[config.mk]
export PLATFORM = sky130hd
export DESIGN_NAME = path_name_sanitizer
export DESIGN_NICKNAME = d
export VERILOG_FILES = /design/src/design/pns_pkg.sv /design/src/design/pns_front.sv /design/src/design/pns_queue.sv /design/src/design/pns_back.sv /design/src/design/path_name_sanitizer.sv
export SDC_FILE = /design/constraint.sdc
export NUM_CORES = 1
export LEC_CHECK = 0
export BUFFER_PORTS_ARGS = -buffer_cell sky130_fd_sc_hd__clkbuf_2
export CAP_MARGIN = 10
export CORE_ASPECT_RATIO = 2
export CORE_MARGIN = 5
export CORE_UTILIZATION = 53
export DETAILED_ROUTE_END_ITERATION = 6
export HOLD_SLACK_MARGIN = 0.1
export PLACE_DENSITY = 0.8
export SYNTH_ARGS = -nofsm -noshare
export SYNTH_HDL_FRONTEND = slang
export SYNTH_SLANG_ARGS = --single-unit
[constraint.sdc]
create_clock -name clk -period 6.16 [get_ports clk]
set_clock_uncertainty 0.2 [all_clocks]
set_input_delay 0.616 -clock clk [delete_from_list [all_inputs] [get_ports clk]]
set_output_delay 0.616 -clock clk [all_outputs]
set_load 0.02 [all_outputs]
[src/design/pns_pkg.sv]
package pns_pkg;

    // Character codes
    localparam logic [7:0] CH_NUL    = 8'h00;
    localparam logic [7:0] CH_DOT    = 8'h2E;
    localparam logic [7:0] CH_COLON  = 8'h3A;
    localparam logic [7:0] CH_SLASH  = 8'h2F;
    localparam logic [7:0] CH_BSLASH = 8'h5C;

    // Limit register
    localparam int          LIMIT_W        = 9;
    localparam logic [8:0]  LIMIT_CAP      = 9'd256;
    localparam logic [8:0]  LIMIT_RESET    = 9'd256;
    localparam int          ADDR_W         = 3;
    localparam int          DATA_W         = 32;
    localparam int          OUT_DATA_W     = 24;

    // Register index decode (paddr[2] selects the word)
    localparam logic        REG_NAME_LIMIT = 1'b0;

    // One queued event: an optional byte result and an optional final result
    typedef struct packed {
        logic       has_byte;
        logic [7:0] out_byte;
        logic       has_final;
        logic       accepted;
        logic [7:0] out_length;
    } pns_entry_t;

    // Verdict on the pending byte
    typedef struct packed {
        logic       reject;
        logic       emit;
        logic [7:0] out_byte;
    } pns_decide_t;

    function automatic logic is_sep(input logic [7:0] c);
        is_sep = (c == CH_SLASH) || (c == CH_BSLASH);
    endfunction

    // Decide byte c given the following byte n (NUL at end of name)
    function automatic pns_decide_t decide(input logic [7:0] c, input logic [7:0] n,
                                           input logic [7:0] cnt, input logic [8:0] lim);
        pns_decide_t d;
        d.reject   = 1'b0;
        d.emit     = 1'b0;
        d.out_byte = is_sep(c) ? CH_SLASH : c;
        if (((c == CH_DOT) && (n == CH_DOT)) || ((c == CH_COLON) && (n == CH_COLON)))
        begin
            d.reject = 1'b1;
        end
        else if ((c == CH_DOT) && ((n == CH_NUL) || is_sep(n)))
        begin
            d.emit = 1'b0;
        end
        else if (({1'b0, cnt} + 9'd1) >= lim)
        begin
            d.reject = 1'b1;
        end
        else
        begin
            d.emit = 1'b1;
        end
        return d;
    endfunction

endpackage

[src/design/pns_front.sv]
module pns_front (
    input  logic                clk,
    input  logic                rst_n,
    input  logic                accept,
    input  logic [7:0]          in_byte,
    input  logic [8:0]          name_limit,
    output logic                push,
    output pns_pkg::pns_entry_t entry
);
    import pns_pkg::*;

    logic [7:0]  pend_byte_reg, pend_byte_next;
    logic        pend_valid_reg, pend_valid_next;
    logic        leading_reg, leading_next;
    logic        after_slash_reg, after_slash_next;
    logic [7:0]  count_reg, count_next;
    logic        rejected_reg, rejected_next;
    logic [8:0]  lim;
    logic        sep;
    pns_decide_t d;

    // Effective limit, capped so the length fits in a byte
    assign lim = (name_limit > LIMIT_CAP) ? LIMIT_CAP : name_limit;
    assign sep = is_sep(in_byte);
    assign d   = decide(pend_byte_reg, in_byte, count_reg, lim);

    // Classify the incoming byte and settle the pending one
    always_comb
    begin
        pend_byte_next   = pend_byte_reg;
        pend_valid_next  = pend_valid_reg;
        leading_next     = leading_reg;
        after_slash_next = after_slash_reg;
        count_next       = count_reg;
        rejected_next    = rejected_reg;
        entry            = '0;
        if (accept)
        begin
            if (in_byte == CH_NUL)
            begin
                // terminator: flush pending byte, then final status
                entry.has_final = 1'b1;
                entry.accepted  = !rejected_reg;
                entry.out_length = count_reg;
                if (!rejected_reg && pend_valid_reg)
                begin
                    if (d.reject)
                    begin
                        entry.accepted = 1'b0;
                    end
                    else if (d.emit)
                    begin
                        entry.has_byte   = 1'b1;
                        entry.out_byte   = d.out_byte;
                        entry.out_length = count_reg + 8'd1;
                    end
                end
                pend_byte_next   = CH_NUL;
                pend_valid_next  = 1'b0;
                leading_next     = 1'b1;
                after_slash_next = 1'b0;
                count_next       = '0;
                rejected_next    = 1'b0;
            end
            else if (!rejected_reg)
            begin
                if (leading_reg)
                begin
                    if (!sep)
                    begin
                        leading_next     = 1'b0;
                        pend_byte_next   = in_byte;
                        pend_valid_next  = 1'b1;
                        after_slash_next = 1'b0;
                    end
                end
                else if (!(sep && after_slash_reg && pend_valid_reg))
                begin
                    if (pend_valid_reg && d.reject)
                    begin
                        rejected_next    = 1'b1;
                        pend_valid_next  = 1'b0;
                        after_slash_next = 1'b0;
                    end
                    else
                    begin
                        if (pend_valid_reg && d.emit)
                        begin
                            entry.has_byte = 1'b1;
                            entry.out_byte = d.out_byte;
                            count_next     = count_reg + 8'd1;
                        end
                        pend_byte_next   = sep ? CH_SLASH : in_byte;
                        pend_valid_next  = 1'b1;
                        after_slash_next = sep;
                    end
                end
            end
        end
    end

    assign push = accept && (entry.has_byte || entry.has_final);

    // Per-name state
    always_ff @(posedge clk or negedge rst_n)
    begin
        if (!rst_n)
        begin
            pend_byte_reg   <= CH_NUL;
            pend_valid_reg  <= 1'b0;
            leading_reg     <= 1'b1;
            after_slash_reg <= 1'b0;
            count_reg       <= '0;
            rejected_reg    <= 1'b0;
        end
        else
        begin
            pend_byte_reg   <= pend_byte_next;
            pend_valid_reg  <= pend_valid_next;
            leading_reg     <= leading_next;
            after_slash_reg <= after_slash_next;
            count_reg       <= count_next;
            rejected_reg    <= rejected_next;
        end
    end

endmodule

[src/design/pns_queue.sv]
module pns_queue #(
    parameter int DEPTH = 4
) (
    input  logic                clk,
    input  logic                rst_n,
    input  logic                push,
    input  pns_pkg::pns_entry_t wr_entry,
    input  logic                pop,
    output pns_pkg::pns_entry_t rd_entry,
    output logic                not_empty,
    output logic                full
);
    import pns_pkg::*;

    localparam int PTR_W = (DEPTH > 1) ? $clog2(DEPTH) : 1;
    localparam int CNT_W = $clog2(DEPTH + 1);
    localparam logic [PTR_W-1:0] LAST_PTR = PTR_W'(DEPTH - 1);
    localparam logic [CNT_W-1:0] FULL_CNT = CNT_W'(DEPTH);

    pns_entry_t       slots_reg [DEPTH];
    logic [PTR_W-1:0] wr_ptr_reg, wr_ptr_next;
    logic [PTR_W-1:0] rd_ptr_reg, rd_ptr_next;
    logic [CNT_W-1:0] count_reg, count_next;
    logic             do_push;
    logic             do_pop;

    assign not_empty = (count_reg != '0);
    assign full      = (count_reg == FULL_CNT);
    assign do_push   = push && !full;
    assign do_pop    = pop && not_empty;
    assign rd_entry  = slots_reg[rd_ptr_reg];

    // Pointer and fill tracking
    always_comb
    begin
        wr_ptr_next = wr_ptr_reg;
        rd_ptr_next = rd_ptr_reg;
        count_next  = count_reg;
        if (do_push)
        begin
            wr_ptr_next = (wr_ptr_reg == LAST_PTR) ? '0 : wr_ptr_reg + 1'b1;
        end
        if (do_pop)
        begin
            rd_ptr_next = (rd_ptr_reg == LAST_PTR) ? '0 : rd_ptr_reg + 1'b1;
        end
        if (do_push && !do_pop)
        begin
            count_next = count_reg + 1'b1;
        end
        else if (do_pop && !do_push)
        begin
            count_next = count_reg - 1'b1;
        end
    end

    always_ff @(posedge clk or negedge rst_n)
    begin
        if (!rst_n)
        begin
            wr_ptr_reg <= '0;
            rd_ptr_reg <= '0;
            count_reg  <= '0;
        end
        else
        begin
            wr_ptr_reg <= wr_ptr_next;
            rd_ptr_reg <= rd_ptr_next;
            count_reg  <= count_next;
        end
    end

    // Slot storage, no reset
    always_ff @(posedge clk)
    begin
        if (do_push)
        begin
            slots_reg[wr_ptr_reg] <= wr_entry;
        end
    end

endmodule

[src/design/pns_back.sv]
module pns_back (
    input  logic                clk,
    input  logic                rst_n,
    input  pns_pkg::pns_entry_t head,
    input  logic                head_valid,
    output logic                pop,
    output logic                m_axis_tvalid,
    input  logic                m_axis_tready,
    output logic [23:0]         m_axis_tdata, // [7:0] out_byte, [8] accepted, [16:9] out_length
    output logic                m_axis_tlast  // end_flag
);
    import pns_pkg::*;

    logic       valid_reg, valid_next;
    logic [7:0] byte_reg, byte_next;
    logic       last_reg, last_next;
    logic       acc_reg, acc_next;
    logic [7:0] len_reg, len_next;
    logic       left_valid_reg, left_valid_next;
    logic       left_acc_reg, left_acc_next;
    logic [7:0] left_len_reg, left_len_next;
    logic       load;

    // Output register frees when empty or taken
    assign load = !valid_reg || m_axis_tready;
    assign pop  = load && !left_valid_reg && head_valid;

    // Unpack queued events, byte result before the final result
    always_comb
    begin
        valid_next      = valid_reg;
        byte_next       = byte_reg;
        last_next       = last_reg;
        acc_next        = acc_reg;
        len_next        = len_reg;
        left_valid_next = left_valid_reg;
        left_acc_next   = left_acc_reg;
        left_len_next   = left_len_reg;
        if (load)
        begin
            if (left_valid_reg)
            begin
                valid_next      = 1'b1;
                byte_next       = CH_NUL;
                last_next       = 1'b1;
                acc_next        = left_acc_reg;
                len_next        = left_len_reg;
                left_valid_next = 1'b0;
            end
            else if (head_valid)
            begin
                valid_next = 1'b1;
                if (head.has_byte)
                begin
                    byte_next       = head.out_byte;
                    last_next       = 1'b0;
                    acc_next        = 1'b0;
                    len_next        = '0;
                    left_valid_next = head.has_final;
                    left_acc_next   = head.accepted;
                    left_len_next   = head.out_length;
                end
                else
                begin
                    byte_next = CH_NUL;
                    last_next = 1'b1;
                    acc_next  = head.accepted;
                    len_next  = head.out_length;
                end
            end
            else
            begin
                valid_next = 1'b0;
            end
        end
    end

    always_ff @(posedge clk or negedge rst_n)
    begin
        if (!rst_n)
        begin
            valid_reg      <= 1'b0;
            left_valid_reg <= 1'b0;
        end
        else
        begin
            valid_reg      <= valid_next;
            left_valid_reg <= left_valid_next;
        end
    end

    // Payload, no reset
    always_ff @(posedge clk)
    begin
        byte_reg     <= byte_next;
        last_reg     <= last_next;
        acc_reg      <= acc_next;
        len_reg      <= len_next;
        left_acc_reg <= left_acc_next;
        left_len_reg <= left_len_next;
    end

    assign m_axis_tvalid = valid_reg;
    assign m_axis_tlast  = last_reg;
    assign m_axis_tdata  = {7'd0, len_reg, acc_reg, byte_reg};

endmodule

[src/design/path_name_sanitizer.sv]
// A byte result enters the event queue when the input byte that settles it is taken,
// then moves to the output register. Throughput: one input byte per cycle while the
// queue is not full; the output drains one result per cycle while tready is high.
// A terminator flushing a pending byte gives two results; the event queue absorbs it.
// Reset (rst_n, async, active low): per-name state cleared, queue empty,
// name_limit back to 256.
module path_name_sanitizer #(
    parameter int QUEUE_DEPTH = 4
) (
    input  logic        clk,
    input  logic        rst_n,
    input  logic        s_axis_tvalid,
    output logic        s_axis_tready,
    input  logic [7:0]  s_axis_tdata,  // [7:0] in_byte
    output logic        m_axis_tvalid,
    input  logic        m_axis_tready,
    output logic [23:0] m_axis_tdata,  // [7:0] out_byte, [8] accepted, [16:9] out_length
    output logic        m_axis_tlast,  // end_flag
    input  logic        psel,
    input  logic        penable,
    input  logic        pwrite,
    input  logic [2:0]  paddr,
    input  logic [31:0] pwdata,
    output logic [31:0] prdata,
    output logic        pready
);
    import pns_pkg::*;

    logic       limit_reg;
    logic [8:0] name_limit_reg;
    logic       cfg_write;
    logic       accept;
    logic       push;
    logic       pop;
    logic       q_not_empty;
    logic       q_full;
    pns_entry_t wr_entry;
    pns_entry_t head;

    // Configuration port
    assign pready    = 1'b1;
    assign cfg_write = psel && penable && pwrite && pready;
    assign limit_reg = (paddr[2] == REG_NAME_LIMIT);
    assign prdata    = limit_reg ? {23'd0, name_limit_reg} : '0;

    always_ff @(posedge clk or negedge rst_n)
    begin
        if (!rst_n)
        begin
            name_limit_reg <= LIMIT_RESET;
        end
        else if (cfg_write && limit_reg)
        begin
            name_limit_reg <= pwdata[8:0];
        end
    end

    // Input handshake
    assign s_axis_tready = !q_full;
    assign accept        = s_axis_tvalid && s_axis_tready;

    pns_front u_front (
        .clk        (clk),
        .rst_n      (rst_n),
        .accept     (accept),
        .in_byte    (s_axis_tdata),
        .name_limit (name_limit_reg),
        .push       (push),
        .entry      (wr_entry)
    );

    pns_queue #(
        .DEPTH (QUEUE_DEPTH)
    ) u_queue (
        .clk       (clk),
        .rst_n     (rst_n),
        .push      (push),
        .wr_entry  (wr_entry),
        .pop       (pop),
        .rd_entry  (head),
        .not_empty (q_not_empty),
        .full      (q_full)
    );

    pns_back u_back (
        .clk           (clk),
        .rst_n         (rst_n),
        .head          (head),
        .head_valid    (q_not_empty),
        .pop           (pop),
        .m_axis_tvalid (m_axis_tvalid),
        .m_axis_tready (m_axis_tready),
        .m_axis_tdata  (m_axis_tdata),
        .m_axis_tlast  (m_axis_tlast)
    );

endmodule

Word-level counts from Yosys, hierarchy flattened
Memory sizes are Yosys's and may differ from the RTL's.
Index checks and enable logic that the tools add are counted.
- bits in writable memories: 76
- output and inout port bits: 60
- bits in registers: 65
- memories kept: 1
- logic and storage cells: 168
- equal/unequal tests: 18
- mux-type cells: 79
- reductions and logical operators: 42
- bitwise gates (word level): 2
- $lt $le $gt $ge: 2
- add/subtract/negate cells: 6
- memories (name ; words ; bits a word ; rd ports ; clocked after memory_dff ; write ports ; line ; source):
    u_queue.slots_reg ; 4 ; 19 ; 1 ; 0 ; 1 ; pns_queue.sv:20 ; pns_entry_t slots_reg [DEPTH];
- operator list (kind ; number):
    two-way mux 8 bit ; 21
    two-way mux 9 bit ; 12
    == test 8 x 6 -> 1 bit, second input constant ; 6
    two-way mux 1 bit ; 40
    logical AND 1 bit ; 19
    two-way mux 19 bit ; 1
    == test 8 x 7 -> 1 bit, second input constant ; 2
    two-way mux 10 bit ; 1
    adder 8 x 1 -> 9 bit, second input constant ; 1
    >= comparator 9 bit ; 1
    > comparator 9 bit, second input constant ; 1
    adder 8 x 1 -> 8 bit, second input constant ; 1
    logical NOT 8 bit ; 1
    AND reduction 4 bit ; 2
    logical NOT 1 bit ; 6
    logical OR 1 bit ; 6
    two-way mux 3 bit ; 2
    inequality test 3 x 1 -> 1 bit, second input constant ; 2
    AND reduction 6 bit ; 1
    nonzero test 2 bit ; 3
    AND reduction 5 bit ; 1
    adder 2 x 1 -> 2 bit, second input constant ; 2
    == test 2 bit, second input constant ; 2
    two-way mux 2 bit ; 2
    9 further kinds ; 13

Depth between registers and ports, before layout
- depth after elaboration: 21
- gate-level depth with buffers: 18

By module
A second synthesis with hierarchy kept.
- cell total of the unflattened synthesis: 497
- area, all modules: 6896.6 um^2
- modules (own cells, without submodules) (module ; cells an instance ; area an instance (um^2) ; sequential area each (um^2) ; instances):
    pns_queue ; 136 ; 3213.1 ; 2457.4 ; 1
    pns_front ; 234 ; 1901.8 ; 501.7 ; 1
    pns_back ; 71 ; 1153.6 ; 860.8 ; 1
    path_name_sanitizer ; 56 ; 628.1 ; 226.5 ; 1

Worst setup path before layout
Ideal clock, no wire load.
- kind: flip-flop to flip-flop
- start point: reg u_front.count_reg[0]
- end point: reg u_queue.count_reg[2]
- path slack: 2.078 ns
- cell stages (with the launch flop): 18
- data arrival time: 3.803 ns
- required time: 5.881 ns
- setup time: 0.079 ns
- cell sequence: dfrtp_1 ha_1 and3_1 and3_1 and3_1 ha_1 a21oi_1 o21ai_0 a211oi_1 nor4b_4 nand2_1 a21oi_4 ha_1 inv_1 fa_1 xor2_1 nor2_1 xor2_1
- longest elaborated chain between the ends: 19
- elaborated cells on any way between the ends: 28
- classes of those cells: add/sub (1); order compare (1); mux (17); reduce/logical (9)
- RTL lines (element ; line ; source):
    from (decl) ; pns_front.sv:16 ; logic [7:0] count_reg, count_next;
    from (signal assigned) ; pns_front.sv:122 ; count_reg <= count_next;
    adder 8 x 1 -> 9 bit (*) ; pns_pkg.sv:56 ; else if (({1'b0, cnt} + 9'd1) >= lim)
    >= comparator 9 bit (*) ; pns_pkg.sv:56 ;
    two-way mux 1 bit ; pns_pkg.sv:56 ;
    two-way mux 1 bit ; pns_pkg.sv:52 ; else if ((c == CH_DOT) && ((n == CH_NUL) || is_sep(n)))
    two-way mux 1 bit ; pns_pkg.sv:48 ; if (((c == CH_DOT) && (n == CH_DOT)) || ((c == CH_COLON) && (n == CH_COLON)))
    logical AND 1 bit ; pns_front.sv:87 ; if (pend_valid_reg && d.emit)
    two-way mux 9 bit ; pns_front.sv:87 ;
    two-way mux 9 bit ; pns_front.sv:79 ; if (pend_valid_reg && d.reject)
    [4 not listed] ; - ;
    two-way mux 19 bit (*) ; pns_front.sv:37 ; if (accept)
    logical OR 1 bit (*) ; pns_front.sv:102 ; assign push = accept && (entry.has_byte || entry.has_final);
    logical AND 1 bit (*) ; pns_front.sv:102 ;
    logical AND 1 bit (*) ; pns_queue.sv:29 ; assign do_push = push && !full;
    named net u_queue.do_push ; pns_queue.sv:24 ; logic do_push;
    logical NOT 1 bit ; pns_queue.sv:51 ; else if (do_pop && !do_push)
    logical AND 1 bit ; pns_queue.sv:51 ;
    nonzero test 2 bit (no line) ; - ;
    to (signal assigned) ; pns_queue.sv:69 ; count_reg <= count_next;
    to (decl) ; pns_queue.sv:23 ; logic [CNT_W-1:0] count_reg, count_next;
Mark *: on every way through the listed nets, which the timed path passes. The rest lies on a longest branch.
A chain may end at the register's enable or synchronous reset.

Worst setup path in the final report
Same ends and word-level chain as after synthesis.

==> impl_metrics.tcl <==
set metrics [dict create \
    routabilityCongestion 0.849 \
    die_area_um2 15000 \
    critPathLaunchType "flop" \
    rsz0062_at_grt "no" \
    tritoncts "built" \
    grt_overflow 0 \
    yosysTopAreaCell "edfxtp_1" \
    fillers 907 \
    fmax_ghz 0.205 \
    drtIter0Drc 217 \
    yosysTopAreaCellShare_pct 46.7 \
    ys_ff_latch 141 \
    antenna_found_initial 0 \
    fp.dieH_um 168 \
    crit_fanout 17 \
    cts_resized 0 \
    dpl-instance-area_um2 6930 \
    synth_area_per_cell_um2 13.7 \
    fin_util_pct 61.6 \
    drc 0 \
    post-route-period-util_pct 79.2 \
    outcome "finished clean" \
    drt_pass1_iterations 4 \
    hold_viol 0 \
    synth_cell_types 61 \
    clk_latency_ns 0.42 \
    root_buffer "clkbuf_16" \
    crit_family "adder cells" \
    post-cts-setup-buffers 0 \
    start_util_pct 54.3 \
    cp.required_ns 6.30 \
    crit_buf_inv 2 \
    synthTopCellsByArea "edfxtp_1 (47%), dfrtp_1 (14%), mux4_2 (6.1%)" \
    ant_nets 0 \
    cp_slowest_stage_delay_ns 0.47 \
    num-nets-final 612 \
    reg2reg_to "u_queue.count_reg[2]" \
    grt_max_degree 39 \
    hp-class "primary input to async pin" \
    power_density_nw_per_um2 440 \
    crit_chain "ha_1 > and3_1 > and3_1 > and3_1 > ha_1 > a21oi_1 > o21ai_0 > a211oi_1 > nor4b_4 > buf_4 > nand2_1 > a21oi_4 > ha_1 > inv_1 > fa_1 > xor2_1 > nor2_1 > xor2_1" \
    final.setup.tns_ns 0 \
    crit_arrival_ns 5.02 \
    postRouteWirelength_mm 11.9 \
    dp_hpwl_mm 8.42 \
    areaGrowthSynthToFinish_pct 13.4 \
    row_count 57 \
    syn-instance-count 485 \
    fin_crit_ns 4.88 \
    criticalPathCategory "flop to flop" \
    via_per_inst 5.56 \
    largest_reg_flops 76 \
    vias 3919 \
    synth_ff_type "edfxtp_1" \
    end_kind "flop" \
    ios 110 \
    yosysWarningCount 0 \
    cpMaxStageDelayCell "a211oi_1" \
    die_width_um 89.1 \
    r2r-start "u_front.count_reg[0]" \
    grt_pass1_vias 4077 \
    synth-edff-count 103 \
    core_um2 12200 \
    slew_viol_final 0 \
    cts.path.max_buffers 2 \
    yosysSeqAreaShare_pct 61.1 \
    cts.clk_slew.worst_paths_ns 0.06 \
    hold_buffers 0 \
    max_cap_violations 0 \
    cts_inserted_buffers 17 \
    htree_levels 4 \
    r2r_cells 18 \
    setup_violations 0 \
    grt_pass1_wl_mm 19.6 \
    worst_pin_slew_ns 0.998 \
    drive_gt1_share_pct 24.6 \
    cts_sinks 141 \
    peakVddDrop_uv 239 \
    track_usage_pct 17.4 \
    syn_area_um2 6630 \
    power.leakage_uw 0.00291 \
    relSlewSlack_pct 33.5 \
    r2r_slack_ns 1.28 \
    final_area_um2 7520 \
    io_buffers 53 \
    wl_per_cell_um 16.9 \
    diodes 0 \
    async_reset_ff_share_pct 27.0 \
]
[per-stage QoR]
step                      setup slack (ns)  hold WS (ns)  total power (uW)  cells
after detailed placement              1.34         0.310              2340    673
after floorplan                       2.08         0.120              2100    514
after global routing                  1.06         0.233              3500    705
final                                 1.28         0.159              3310    705
after CTS                             1.32         0.182              3340    705
after global placement                1.49         0.303              2290    673
[worst max-delay path by stage]
stage                         start              endpoint  slack (ns)  cells after the start
2_1_floorplan  u_front.count_reg[0]  u_queue.count_reg[2]        2.08                     17
3_3_place_gp   u_front.count_reg[0]  u_queue.count_reg[2]        1.49                     18
3_5_place_dp   u_front.count_reg[0]  u_queue.count_reg[2]        1.34                     18
4_1_cts        u_front.count_reg[0]  u_queue.count_reg[2]        1.32                     18
5_1_grt        u_front.count_reg[0]  u_queue.count_reg[2]        1.06                     18
6_report       u_front.count_reg[0]  u_queue.count_reg[2]        1.28                     18
[synthesized netlist by cell type, types with 3 or more instances]
| master | n |
|---|---|
| and3_1 | 6 |
| nand2_1 | 46 |
| nand3_1 | 7 |
| mux4_2 | 18 |
| mux2_2 | 14 |
| o31ai_1 | 6 |
| clkbuf_1 | 11 |
| nand2b_1 | 5 |
| nor2_1 | 26 |
| nor3_1 | 7 |
| a21oi_1 | 8 |
| xor2_1 | 8 |
| buf_2 | 3 |
| buf_4 | 32 |
| dfrtp_1 | 36 |
| inv_1 | 9 |
| nand4_1 | 3 |
| nor4_1 | 4 |
| xnor2_1 | 8 |
| o21a_1 | 3 |
| o21ai_0 | 21 |
| edfxtp_1 | 103 |
| ha_1 | 16 |
| a31oi_1 | 5 |
| and2_1 | 10 |
| nor2b_1 | 22 |
[where the power goes]
| group | total [uW] | internal (uW) | switching [uW] |
|---|---|---|---|
| registers | 1420 | 1260 | 159 |
| logic | 899 | 391 | 509 |
| clock network | 995 | 601 | 394 |
[per-layer routing]
metal	vias to the layer above	track usage, %	part of all wire, %
li1	1848	-	-
met1	1917	17.6	34
met2	133	32.0	57
met3	21	4.60	5.9
met4	0	7.45	2.3
met5	-	0	0
[final cells by class]
class	instances	area [um2]	share of cell area, %
Multi-Input combinational cell	314	2330	31.1
Inverter	10	37.5	0.499
Clock inverter	15	163	2.16
Tap cell	147	184	2.45
Sequential cell	141	4050	53.8
Clock buffer	17	425	5.66
Timing Repair Buffer	61	325	4.33
[layout by cell type, fill, tap and decap left out, types with 3 or more instances in the layout]
cell type / synthesis / routed
edfxtp_1: 103 / 103
clkbuf_2: 0 / 53
nand2_1: 46 / 46
dfrtp_1: 36 / 36
conb_1: 2 / 31
nor2_1: 26 / 26
nor2b_1: 22 / 22
o21ai_0: 21 / 21
mux4_2: 18 / 18
clkbuf_16: 0 / 17
ha_1: 16 / 16
mux2_2: 14 / 14
and2_1: 10 / 10
inv_1: 9 / 9
xor2_1: 8 / 8
xnor2_1: 8 / 8
a21oi_1: 8 / 8
buf_4: 32 / 8
nand3_1: 7 / 7
nor3_1: 7 / 7
and3_1: 6 / 6
o31ai_1: 6 / 6
nand2b_1: 5 / 5
a31oi_1: 5 / 5
clkinv_4: 0 / 5
nor4_1: 4 / 4
inv_6: 0 / 4
nand4_1: 3 / 3
o21a_1: 3 / 3
[cells by family (layout without fill, tap and decap cells)]
logic type                 after synthesis  in the layout  synth area share (%)
and+or+nand+nor                        153            153                  12.6
muxes                                   36             36                  9.14
buffers and inverters                   59            103                  5.33
AOI/OAI and AO/OA                       61             61                  6.31
DFF                                    141            141                  61.1
other                                    2             31                 0.113
adders and majority gates               17             17                  3.32
xor gates and xnor gates                16             16                  2.12
Power figures use the tool's default switching activity.
